--- src/rtl/fixed_partition_fit_allocator_top_assert.svh ---
// ============================================================================
// Assertion macros for the fixed partition fit allocator
// Shared concurrent assertion forms used by the allocator RTL.
// ============================================================================
`ifndef FIXED_PARTITION_FIT_ALLOCATOR_TOP_ASSERT_SVH
`define FIXED_PARTITION_FIT_ALLOCATOR_TOP_ASSERT_SVH

// same-cycle implication
`define FPFA_ASSERT_IMPLY(label, clk, rst, ante, cons, msg) \
   label: assert property (@(posedge clk) disable iff (rst) (ante) |-> (cons)) \
      else $error(msg);

// next-cycle implication
`define FPFA_ASSERT_NEXT(label, clk, rst, ante, cons, msg) \
   label: assert property (@(posedge clk) disable iff (rst) (ante) |=> (cons)) \
      else $error(msg);

`endif

--- src/rtl/fpfa_pkg.sv ---
// ============================================================================
// Fixed partition fit allocator package
// Shared types, codes and defaults for the allocator blocks.
// ============================================================================
package fpfa_pkg;

   localparam int DEF_MAX_PARTITIONS = 16;
   localparam int DEF_SIZE_BITS      = 16;

   localparam int KIND_W      = 2;
   localparam int SLOT_W      = 4;
   localparam int SIZE_KB_W   = 16;
   localparam int POLICY_W    = 2;
   localparam int CFG_PARTS_W = 5;
   localparam int CSR_ADDR_W  = 3;
   localparam int CSR_DATA_W  = 32;

   localparam logic [CFG_PARTS_W-1:0] RESET_PARTS_IN_USE = 5'd16;

   typedef enum logic [KIND_W-1:0] {
      KIND_LOAD    = 2'd0,
      KIND_REQUEST = 2'd1,
      KIND_RESTART = 2'd2
   } kind_type;

   typedef enum logic [POLICY_W-1:0] {
      POLICY_FIRST = 2'd0,
      POLICY_BEST  = 2'd1,
      POLICY_WORST = 2'd2,
      POLICY_NEXT  = 2'd3
   } fit_policy_type;

   typedef enum logic [0:0] {
      REG_FIT_POLICY    = 1'b0,
      REG_PARTS_IN_USE  = 1'b1
   } reg_index_type;

   typedef enum logic [1:0] {
      OP_LOAD,
      OP_REQUEST,
      OP_RESTART
   } op_type;

   typedef struct packed {
      logic [KIND_W-1:0]    kind;
      logic [SLOT_W-1:0]    slot;
      logic [SIZE_KB_W-1:0] size_kb;
   } req_type;

   typedef struct packed {
      logic              granted;
      logic [SLOT_W-1:0] chosen_slot;
   } rsp_type;

   typedef struct packed {
      op_type               op;
      logic [SLOT_W-1:0]    slot;
      logic [SIZE_KB_W-1:0] size_kb;
   } cmd_type;

endpackage

--- src/rtl/fpfa_ram.sv ---
// ============================================================================
// Generic RAM
// One write port, one read port, registered read data.
// ============================================================================
module fpfa_ram #(
   parameter int WIDTH = 16,
   parameter int DEPTH = 16,
   localparam int ADDR_W = (DEPTH > 1) ? $clog2(DEPTH) : 1
) (
   input  logic              clock,
   input  logic              wr_en,
   input  logic [ADDR_W-1:0] wr_addr,
   input  logic [WIDTH-1:0]  wr_data,
   input  logic              rd_en,
   input  logic [ADDR_W-1:0] rd_addr,
   output logic [WIDTH-1:0]  rd_data_ff
);

   logic [WIDTH-1:0] mem_ff [DEPTH];

   always_ff @(posedge clock) begin
      if (wr_en) begin
         mem_ff[wr_addr] <= wr_data;
      end
      if (rd_en) begin
         rd_data_ff <= mem_ff[rd_addr];
      end
   end

endmodule

--- src/rtl/fpfa_front.sv ---
// ============================================================================
// Allocator front end
// Accepts input beats, classifies them and queues commands for the back end.
// ============================================================================
module fpfa_front import fpfa_pkg::*; #(
   parameter int MAX_PARTITIONS = DEF_MAX_PARTITIONS
) (
   input  logic    clock,
   input  logic    reset,
   input  logic    req_valid,
   output logic    req_stall,
   input  req_type req_data,
   output logic    cmd_valid,
   output cmd_type cmd_data,
   input  logic    cmd_pop
);

   localparam int QDEPTH = 2;

   cmd_type    q_ff [QDEPTH];
   logic       wr_ptr_ff, wr_ptr_in;
   logic       rd_ptr_ff, rd_ptr_in;
   logic [1:0] count_ff, count_in;

   logic    accept;
   logic    keep;
   logic    push;
   cmd_type cmd_new;

   assign req_stall = (count_ff == 2'(QDEPTH));
   assign accept    = req_valid && !req_stall;

   always_comb begin
      keep            = 1'b0;
      cmd_new.op      = OP_LOAD;
      cmd_new.slot    = req_data.slot;
      cmd_new.size_kb = req_data.size_kb;
      unique case (req_data.kind)
         KIND_LOAD: begin
            cmd_new.op = OP_LOAD;
            keep       = (32'(req_data.slot) < MAX_PARTITIONS);
         end
         KIND_REQUEST: begin
            cmd_new.op = OP_REQUEST;
            keep       = 1'b1;
         end
         KIND_RESTART: begin
            cmd_new.op = OP_RESTART;
            keep       = 1'b1;
         end
         default: begin
            keep = 1'b0;
         end
      endcase
   end

   assign push      = accept && keep;
   assign cmd_valid = (count_ff != 2'd0);
   assign cmd_data  = q_ff[rd_ptr_ff];

   always_comb begin
      wr_ptr_in = push    ? !wr_ptr_ff : wr_ptr_ff;
      rd_ptr_in = cmd_pop ? !rd_ptr_ff : rd_ptr_ff;
      case ({push, cmd_pop})
         2'b10:   count_in = count_ff + 2'd1;
         2'b01:   count_in = count_ff - 2'd1;
         default: count_in = count_ff;
      endcase
   end

   always_ff @(posedge clock) begin
      if (reset) begin
         wr_ptr_ff <= 1'b0;
         rd_ptr_ff <= 1'b0;
         count_ff  <= 2'd0;
      end else begin
         wr_ptr_ff <= wr_ptr_in;
         rd_ptr_ff <= rd_ptr_in;
         count_ff  <= count_in;
      end
   end

   always_ff @(posedge clock) begin
      if (push) begin
         q_ff[wr_ptr_ff] <= cmd_new;
      end
   end

endmodule

--- src/rtl/fpfa_back.sv ---
// ============================================================================
// Allocator back end
// Executes load, restart and request commands; scans one partition a cycle.
// ============================================================================
`include "fixed_partition_fit_allocator_top_assert.svh"

module fpfa_back import fpfa_pkg::*; #(
   parameter int MAX_PARTITIONS = DEF_MAX_PARTITIONS,
   parameter int SIZE_BITS      = DEF_SIZE_BITS,
   localparam int IDX_W = $clog2(MAX_PARTITIONS),
   localparam int CNT_W = $clog2(MAX_PARTITIONS + 1)
) (
   input  logic           clock,
   input  logic           reset,
   input  logic           cmd_valid,
   input  cmd_type        cmd_data,
   output logic           cmd_pop,
   input  fit_policy_type fit_policy,
   input  logic [CNT_W-1:0] part_count,
   output logic           rsp_valid,
   input  logic           rsp_stall,
   output rsp_type        rsp_data
);

   localparam int CMP_W = (SIZE_BITS > SIZE_KB_W) ? SIZE_BITS : SIZE_KB_W;

   typedef enum logic [1:0] {
      ST_IDLE,
      ST_SCAN,
      ST_DONE
   } state_type;

   state_type                 state_ff, state_in;
   logic [MAX_PARTITIONS-1:0] taken_ff, taken_in;
   logic [IDX_W-1:0]          ptr_ff, ptr_in;
   logic [IDX_W-1:0]          pos_ff, pos_in;
   logic [CNT_W-1:0]          left_ff, left_in;
   logic                      cmp_vld_ff, cmp_vld_in;
   logic [IDX_W-1:0]          cmp_pos_ff, cmp_pos_in;
   logic                      found_ff, found_in;
   logic [IDX_W-1:0]          pick_ff, pick_in;
   logic [SIZE_BITS-1:0]      pick_size_ff, pick_size_in;
   logic [SIZE_KB_W-1:0]      want_ff, want_in;
   logic                      rsp_valid_ff, rsp_valid_in;
   rsp_type                   rsp_data_ff, rsp_data_in;

   logic                 ram_we;
   logic [IDX_W-1:0]     ram_waddr;
   logic [SIZE_BITS-1:0] ram_wdata;
   logic                 ram_re;
   logic [SIZE_BITS-1:0] ram_rdata;

   logic             out_free;
   logic [IDX_W-1:0] pos_next;
   logic [IDX_W-1:0] pick_wrap;
   logic             fit;
   logic             better;

   fpfa_ram #(
      .WIDTH (SIZE_BITS),
      .DEPTH (MAX_PARTITIONS)
   ) u_size_ram (
      .clock      (clock),
      .wr_en      (ram_we),
      .wr_addr    (ram_waddr),
      .wr_data    (ram_wdata),
      .rd_en      (ram_re),
      .rd_addr    (pos_ff),
      .rd_data_ff (ram_rdata)
   );

   assign out_free  = !rsp_valid_ff || !rsp_stall;
   assign pos_next  = ((CNT_W'(pos_ff) + CNT_W'(1)) == part_count) ? '0
                                                                   : pos_ff + IDX_W'(1);
   assign pick_wrap = ((CNT_W'(pick_ff) + CNT_W'(1)) == part_count) ? '0
                                                                    : pick_ff + IDX_W'(1);
   assign fit       = !taken_ff[cmp_pos_ff] && (CMP_W'(ram_rdata) >= CMP_W'(want_ff));
   assign better    = !found_ff
                   || (fit_policy == POLICY_BEST  && ram_rdata < pick_size_ff)
                   || (fit_policy == POLICY_WORST && ram_rdata > pick_size_ff);

   assign ram_waddr = IDX_W'(cmd_data.slot);
   assign ram_wdata = SIZE_BITS'(cmd_data.size_kb);

   always_comb begin
      state_in     = state_ff;
      taken_in     = taken_ff;
      ptr_in       = ptr_ff;
      pos_in       = pos_ff;
      left_in      = left_ff;
      cmp_vld_in   = cmp_vld_ff;
      cmp_pos_in   = cmp_pos_ff;
      found_in     = found_ff;
      pick_in      = pick_ff;
      pick_size_in = pick_size_ff;
      want_in      = want_ff;
      rsp_valid_in = rsp_valid_ff;
      rsp_data_in  = rsp_data_ff;
      cmd_pop      = 1'b0;
      ram_we       = 1'b0;
      ram_re       = 1'b0;

      if (rsp_valid_ff && !rsp_stall) begin
         rsp_valid_in = 1'b0;
      end

      unique case (state_ff)
         ST_IDLE: begin
            if (cmd_valid) begin
               cmd_pop = 1'b1;
               unique case (cmd_data.op)
                  OP_LOAD: begin
                     ram_we              = 1'b1;
                     taken_in[ram_waddr] = 1'b0;
                  end
                  OP_RESTART: begin
                     taken_in = '0;
                     ptr_in   = '0;
                  end
                  OP_REQUEST: begin
                     want_in    = cmd_data.size_kb;
                     found_in   = 1'b0;
                     pick_in    = '0;
                     cmp_vld_in = 1'b0;
                     left_in    = part_count;
                     pos_in     = (fit_policy == POLICY_NEXT
                                   && CNT_W'(ptr_ff) < part_count) ? ptr_ff : '0;
                     state_in   = (part_count == '0) ? ST_DONE : ST_SCAN;
                  end
                  default: begin
                  end
               endcase
            end
         end
         ST_SCAN: begin
            if (left_ff != '0) begin
               ram_re     = 1'b1;
               cmp_vld_in = 1'b1;
               cmp_pos_in = pos_ff;
               left_in    = left_ff - CNT_W'(1);
               pos_in     = pos_next;
            end else begin
               cmp_vld_in = 1'b0;
            end
            if (cmp_vld_ff && fit && better) begin
               found_in     = 1'b1;
               pick_in      = cmp_pos_ff;
               pick_size_in = ram_rdata;
            end
            if (left_ff == '0 && !cmp_vld_ff) begin
               state_in = ST_DONE;
            end
         end
         ST_DONE: begin
            if (out_free) begin
               rsp_valid_in            = 1'b1;
               rsp_data_in.granted     = found_ff;
               rsp_data_in.chosen_slot = found_ff ? SLOT_W'(pick_ff) : '0;
               if (found_ff) begin
                  taken_in[pick_ff] = 1'b1;
                  if (fit_policy == POLICY_NEXT) begin
                     ptr_in = pick_wrap;
                  end
               end
               state_in = ST_IDLE;
            end
         end
         default: begin
            state_in = ST_IDLE;
         end
      endcase
   end

   always_ff @(posedge clock) begin
      if (reset) begin
         state_ff     <= ST_IDLE;
         taken_ff     <= '0;
         ptr_ff       <= '0;
         left_ff      <= '0;
         cmp_vld_ff   <= 1'b0;
         rsp_valid_ff <= 1'b0;
      end else begin
         state_ff     <= state_in;
         taken_ff     <= taken_in;
         ptr_ff       <= ptr_in;
         left_ff      <= left_in;
         cmp_vld_ff   <= cmp_vld_in;
         rsp_valid_ff <= rsp_valid_in;
      end
      pos_ff       <= pos_in;
      cmp_pos_ff   <= cmp_pos_in;
      found_ff     <= found_in;
      pick_ff      <= pick_in;
      pick_size_ff <= pick_size_in;
      want_ff      <= want_in;
      rsp_data_ff  <= rsp_data_in;
   end

   assign rsp_valid = rsp_valid_ff;
   assign rsp_data  = rsp_data_ff;

   `FPFA_ASSERT_NEXT(a_grant_marks_taken, clock, reset, (state_ff == ST_DONE && out_free && found_ff), taken_ff[$past(pick_ff)], "granted partition not marked taken")
   `FPFA_ASSERT_IMPLY(a_idle_scan_quiet, clock, reset, state_ff == ST_IDLE, !cmp_vld_ff && left_ff == '0, "scan activity outside scan state")
   `FPFA_ASSERT_IMPLY(a_pick_in_range, clock, reset, (state_ff != ST_IDLE && found_ff), CNT_W'(pick_ff) < part_count, "pick outside partitions in use")

endmodule

--- src/rtl/fixed_partition_fit_allocator_top.sv ---
// ============================================================================
// Fixed partition fit allocator
// Allocates fixed memory partitions by first, best, worst or next fit.
// ============================================================================
// Usage:
//   req channel (req_valid/req_stall/req_data) takes load, request and
//   restart beats. Only a request beat produces a beat on the rsp channel
//   (granted, chosen_slot); loads and restarts give no result beat.
//   A two-entry command queue sits between the front end and the back end,
//   so input beats keep landing while the back end scans or waits.
//   Load and restart complete as the command is popped from the queue. A
//   request holds the back end through the queue pop, one registered size
//   read per partition in use, draining the compare and posting the result.
//   A stalled rsp beat holds; the back end then waits with the next result
//   while the queue can still take input beats until full.
//   Configure through the csr port only while idle: fit_policy at byte 0,
//   partitions_in_use at byte 4.
//   Reset clears all taken marks, the next-fit pointer and the queue and sets
//   fit_policy to first fit and partitions_in_use to 16. Partition sizes are
//   undefined until loaded.
// ============================================================================
module fixed_partition_fit_allocator_top import fpfa_pkg::*; #(
   parameter int MAX_PARTITIONS = DEF_MAX_PARTITIONS,
   parameter int SIZE_BITS      = DEF_SIZE_BITS
) (
   input  logic                  clock,
   input  logic                  reset,
   input  logic                  req_valid,
   output logic                  req_stall,
   input  req_type               req_data,
   output logic                  rsp_valid,
   input  logic                  rsp_stall,
   output rsp_type               rsp_data,
   input  logic                  csr_psel,
   input  logic                  csr_penable,
   input  logic                  csr_pwrite,
   input  logic [CSR_ADDR_W-1:0] csr_paddr,
   input  logic [CSR_DATA_W-1:0] csr_pwdata,
   output logic [CSR_DATA_W-1:0] csr_prdata,
   output logic                  csr_pready
);

   localparam int CNT_W = $clog2(MAX_PARTITIONS + 1);

   fit_policy_type         policy_ff, policy_in;
   logic [CFG_PARTS_W-1:0] parts_ff, parts_in;
   logic                   csr_wr;
   reg_index_type          csr_index;
   logic [CNT_W-1:0]       part_count;

   logic    cmd_valid;
   cmd_type cmd_data;
   logic    cmd_pop;

   assign csr_pready = 1'b1;
   assign csr_wr     = csr_psel && csr_penable && csr_pwrite && csr_pready;
   assign csr_index  = reg_index_type'(csr_paddr[2]);

   always_comb begin
      policy_in = policy_ff;
      parts_in  = parts_ff;
      if (csr_wr) begin
         unique case (csr_index)
            REG_FIT_POLICY:   policy_in = fit_policy_type'(csr_pwdata[POLICY_W-1:0]);
            REG_PARTS_IN_USE: parts_in  = csr_pwdata[CFG_PARTS_W-1:0];
            default: begin
            end
         endcase
      end
   end

   always_comb begin
      unique case (csr_index)
         REG_FIT_POLICY:   csr_prdata = CSR_DATA_W'(policy_ff);
         REG_PARTS_IN_USE: csr_prdata = CSR_DATA_W'(parts_ff);
         default:          csr_prdata = '0;
      endcase
   end

   always_ff @(posedge clock) begin
      if (reset) begin
         policy_ff <= POLICY_FIRST;
         parts_ff  <= RESET_PARTS_IN_USE;
      end else begin
         policy_ff <= policy_in;
         parts_ff  <= parts_in;
      end
   end

   assign part_count = (32'(parts_ff) > MAX_PARTITIONS) ? CNT_W'(MAX_PARTITIONS)
                                                         : CNT_W'(parts_ff);

   fpfa_front #(
      .MAX_PARTITIONS (MAX_PARTITIONS)
   ) u_front (
      .clock     (clock),
      .reset     (reset),
      .req_valid (req_valid),
      .req_stall (req_stall),
      .req_data  (req_data),
      .cmd_valid (cmd_valid),
      .cmd_data  (cmd_data),
      .cmd_pop   (cmd_pop)
   );

   fpfa_back #(
      .MAX_PARTITIONS (MAX_PARTITIONS),
      .SIZE_BITS      (SIZE_BITS)
   ) u_back (
      .clock      (clock),
      .reset      (reset),
      .cmd_valid  (cmd_valid),
      .cmd_data   (cmd_data),
      .cmd_pop    (cmd_pop),
      .fit_policy (policy_ff),
      .part_count (part_count),
      .rsp_valid  (rsp_valid),
      .rsp_stall  (rsp_stall),
      .rsp_data   (rsp_data)
   );

endmodule

--- config.mk ---
export PLATFORM = sky130hd
export DESIGN_NAME = fixed_partition_fit_allocator_top
export DESIGN_NICKNAME = d
export VERILOG_FILES = /design/src/rtl/fpfa_pkg.sv /design/src/rtl/fpfa_ram.sv /design/src/rtl/fpfa_front.sv /design/src/rtl/fpfa_back.sv /design/src/rtl/fixed_partition_fit_allocator_top.sv
export VERILOG_INCLUDE_DIRS = /design/src /design/src/rtl
export SDC_FILE = /design/constraint.sdc
export NUM_CORES = 1
export LEC_CHECK = 0
export BUFFER_PORTS_ARGS = -buffer_cell sky130_fd_sc_hd__buf_4
export CORE_MARGIN = 3
export CORE_UTILIZATION = 30
export CTS_CLUSTER_SIZE = 20
export DETAILED_ROUTE_END_ITERATION = 6
export PLACE_DENSITY_LB_ADDON = 0.3
export SYNTH_ARGS = -nofsm -noshare
export SYNTH_HDL_FRONTEND = slang
export SYNTH_SLANG_ARGS = --single-unit
--- constraint.sdc ---
create_clock -name clock -period 3.9 [get_ports clock]
set_input_delay 0.585 -clock clock [delete_from_list [all_inputs] [get_ports clock]]
set_output_delay 0.585 -clock clock [all_outputs]
set_load 0.03 [all_outputs]
==> flow_summary.yaml <==
sta:
  rsz0062_at_grt: "false"
  drv_slew: 0
  setup-tns-final_ps: 0
  worst_pin_slew_ps: 942
  maxSlewHeadroom_pct: 37.2
  setup_violations: 0
  hold_viol: 0
  timing.fmax_ghz: 0.352
  fin_crit_sh_pct: 72.8
  fin_skew_ps: 26.7
  finalCriticalPeriod_ps: 2840
logic_synthesis:
  syn_inst: 996
  synth_cell_type_count: 62
  async_flop_share_pct: 0
  ys_ff_latch: 407
  syn_area_um2: 17000
  synth_edf_count: 366
  ys_warn_count: 0
  synth-seq-area-share_pct: 69.7
  syn_avg_cell_area_um2: 17.0
  synth_ff_type: "edfxtp_1"
final_layout:
  syn_to_final_growth_pct: 15.8
  finalNonFillerCells: 1867
  fillers: 5291
  final_common_cell: "edfxtp_1"
  final_cell_mix: "edfxtp_1 (366), mux4_2 (84), buf_4 (82), inv_1 (55), nor2_1 (54)"
  drive_gt1_share_pct: 24.6
  fin_util_pct: 35.4
  finalNetCount: 1197
  insertedDiodeCount: 0
die:
  die_w_um: 244
  coreArea_um2: 55500
  io-pin-count: 104
  rows: 86
  die-height_um: 244
  start_util_pct: 30.5
  design.die.area_um2: 59400
cts:
  clk_latency_ps: 560
  htreeDepth: 2
  cts_hold_buf: 0
  cts_setup_buffers: 0
  cts_buffers: 43
  cts_tree: "built"
  path_clk_slew_ps: 60
  cts_resized: 0
  clock-sinks: 407
  root_buffer: "clkbuf_16"
  cts_buffer_depth: 3
power_and_ir_drop:
  p_leak_nw: 6.60
  power_density_nw_per_um2: 551
  max-vdd-ir-drop_mv: 0.378
critical_path:
  cp_slowest_stage_delay_ps: 580
  end_kind: "flop"
  cp.arrival_ps: 3040
  worstPathMaxFanout: 5
  required_ps: 4100
  cp_top_family: "compound AO/OA/AOI/OAI gates"
  ff2ff_setup_slack_ps: 1060
  r2r_end: "u_back.pick_ff[3]$_SDFFCE_PN0P_"
  path_cells: "ha_1 -> nand3_1 -> or4_1 -> o311ai_1 -> o21ai_1 -> o22ai_1"
  path_class: "flop to flop"
  worstSetupStartpointType: "flop"
  path_buf_inv: 0
  timing.rr.start: "u_back.u_size_ram.rd_data_ff[10]$_DFFE_PP_"
  cp_slowest_cell: "or4_1"
  rr_worst_depth: 6
global_route:
  grt_overflow: 0
  grt_pass1_vias: 9119
  grt_first_pass_wirelength_um: 56600
  grt_max_degree: 68
  antenna_found_initial: 0
  grtUsageTotal_pct: 12.5
run:
  drv_cap: 0
status:
  outcome: "finished, final reports clean"
place:
  gp_congestion: 0.741
  portBuffers: 46
  hpwl_um: 23300
  dp_cells: 1793
routing:
  vias: 8804
  vias_per_cell: 4.72
  drt_first_iter_violations: 627
  drc_errors: 0
  wl_per_cell_um: 19.8
  firstDrtPassIters: 5
  drtAntennaViolNets: 0
  finalWirelength_um: 37000
hold_path:
  hold_start: "req_data[6]"
  min_path_type: "input port to flop"
  whs_endpoint: "u_front.q_ff[0][6]$_DFFE_PP_"
  holdPathStages: 1
where the power goes:
part / switching, W / internal (W) / leakage [nW]
Sequential: 0.000109 / 0.00520 / 3.64
Combinational: 0.00104 / 0.000662 / 2.31
Clock: 0.00163 / 0.00218 / 0.654
Total: 0.00277 / 0.00804 / 6.60
routing by layer:
metal / GRT usage (%) / vias up / wire [um]
li1: - / 4026 / -
met2: 22.0 / 201 / 18900
met3: 1.98 / 45 / 1480
met5: 0 / - / 0
met1: 16.1 / 4532 / 15900
met4: 3.60 / 0 / 698
logic make-up after synthesis:
kind of cell    synth area share [%]
mux                             12.8
compound gates                  4.97
simple gates                    5.01
other cells                   0.0443
buf+inv                         3.62
flops                           69.7
xor+xnor                       0.672
fa+ha+maj                       3.17
worst max-delay path by stage:
stage,start,endpoint,slack (ps),cells after the start
finish,u_back.u_size_ram.rd_data_ff[10]$_DFFE_PP_,u_back.pick_ff[3]$_SDFFCE_PN0P_,1060,6
global route,u_back.u_size_ram.rd_data_ff[10]$_DFFE_PP_,u_back.pick_ff[0]$_SDFFCE_PN0P_,900,6
CTS,u_back.u_size_ram.rd_data_ff[10]$_DFFE_PP_,u_back.pick_ff[0]$_SDFFCE_PN0P_,970,6
detailed placement,u_back.u_size_ram.rd_data_ff[10]$_DFFE_PP_,u_back.pick_ff[1]$_SDFFCE_PN0P_,980,6
global placement,u_back.u_size_ram.rd_data_ff[10]$_DFFE_PP_,u_back.pick_ff[1]$_SDFFCE_PN0P_,990,6
floorplan,u_back.u_size_ram.rd_data_ff[9]$_DFFE_PP_,u_back.pick_size_ff[0]$_DFFE_PP_,1200,6
synthesized netlist by cell type, types with 3 or more instances:
| cell | number | area share (%) |
|---|---|---|
| a211o_1 | 3 | 0.16 |
| a211oi_1 | 11 | 0.49 |
| a21o_1 | 6 | 0.27 |
| a21oi_1 | 29 | 0.86 |
| a22o_1 | 3 | 0.16 |
| a22oi_1 | 14 | 0.62 |
| and2_1 | 13 | 0.48 |
| buf_1 | 5 | 0.11 |
| buf_2 | 17 | 0.50 |
| buf_4 | 28 | 1.2 |
| buf_8 | 3 | 0.27 |
| clkbuf_1 | 9 | 0.20 |
| dfxtp_1 | 41 | 4.8 |
| edfxtp_1 | 366 | 65 |
| ha_1 | 43 | 3.2 |
| inv_1 | 55 | 1.2 |
| mux2_2 | 18 | 1.2 |
| mux2i_1 | 8 | 0.47 |
| mux4_2 | 84 | 11 |
| nand2_1 | 27 | 0.60 |
| nand2b_1 | 10 | 0.37 |
| nand3_1 | 4 | 0.12 |
| nand4_1 | 5 | 0.18 |
| nor2_1 | 73 | 1.6 |
| nor2b_1 | 8 | 0.30 |
| nor3_1 | 7 | 0.21 |
| nor3b_1 | 5 | 0.22 |
| o21ai_0 | 26 | 0.77 |
| o21ai_1 | 6 | 0.18 |
| o22a_1 | 4 | 0.21 |
| o22ai_1 | 7 | 0.26 |
| o32a_1 | 3 | 0.18 |
| or3_1 | 6 | 0.22 |
| xnor2_1 | 8 | 0.41 |
| xor2_1 | 5 | 0.26 |
cell type report:
type	count	area [um2]	share of cell area, %
Tap cell	748	936	4.77
Clock buffer	53	1170	5.94
Inverter	56	210	1.07
Clock inverter	21	141	0.720
Sequential cell	407	11800	60.2
Timing Repair Buffer	86	696	3.54
Multi-Input combinational cell	496	4670	23.8
state kept, by name, summed over array words and instances (netlist names), named ones only:
signal / count
u_back.ptr_ff: 4
u_front.count_ff: 2
u_back.taken_ff: 16
u_back.u_size_ram.rd_data_ff: 16
policy_ff: 2
u_back.cmp_vld_ff: 1
u_back.cmp_pos_ff: 4
u_front.q_ff: 44
u_back.rsp_valid: 1
u_back.rsp_data: 5
u_front.rd_ptr_ff: 1
u_back.state_ff: 2
u_front.wr_ptr_ff: 1
parts_ff: 5
u_back.pick_size_ff: 16
u_back.want_ff: 16
u_back.left_ff: 5
u_back.pick_ff: 4
u_back.pos_ff: 4
u_back.u_size_ram.mem_ff: 256
u_back.found_ff: 1
per-stage QoR:
stage	hold WS (ps)	worst slack (ps)	area [um2]	total power, W
after global placement	430	991	18300	0.00709
final	204	1060	19600	0.0108
after CTS	165	967	19600	0.0110
after floorplan	421	1200	17000	0.00659
after global routing	177	902	19600	0.0113
after detailed placement	452	983	18300	0.00714
Note: power is estimated with default switching activity, not from simulation.
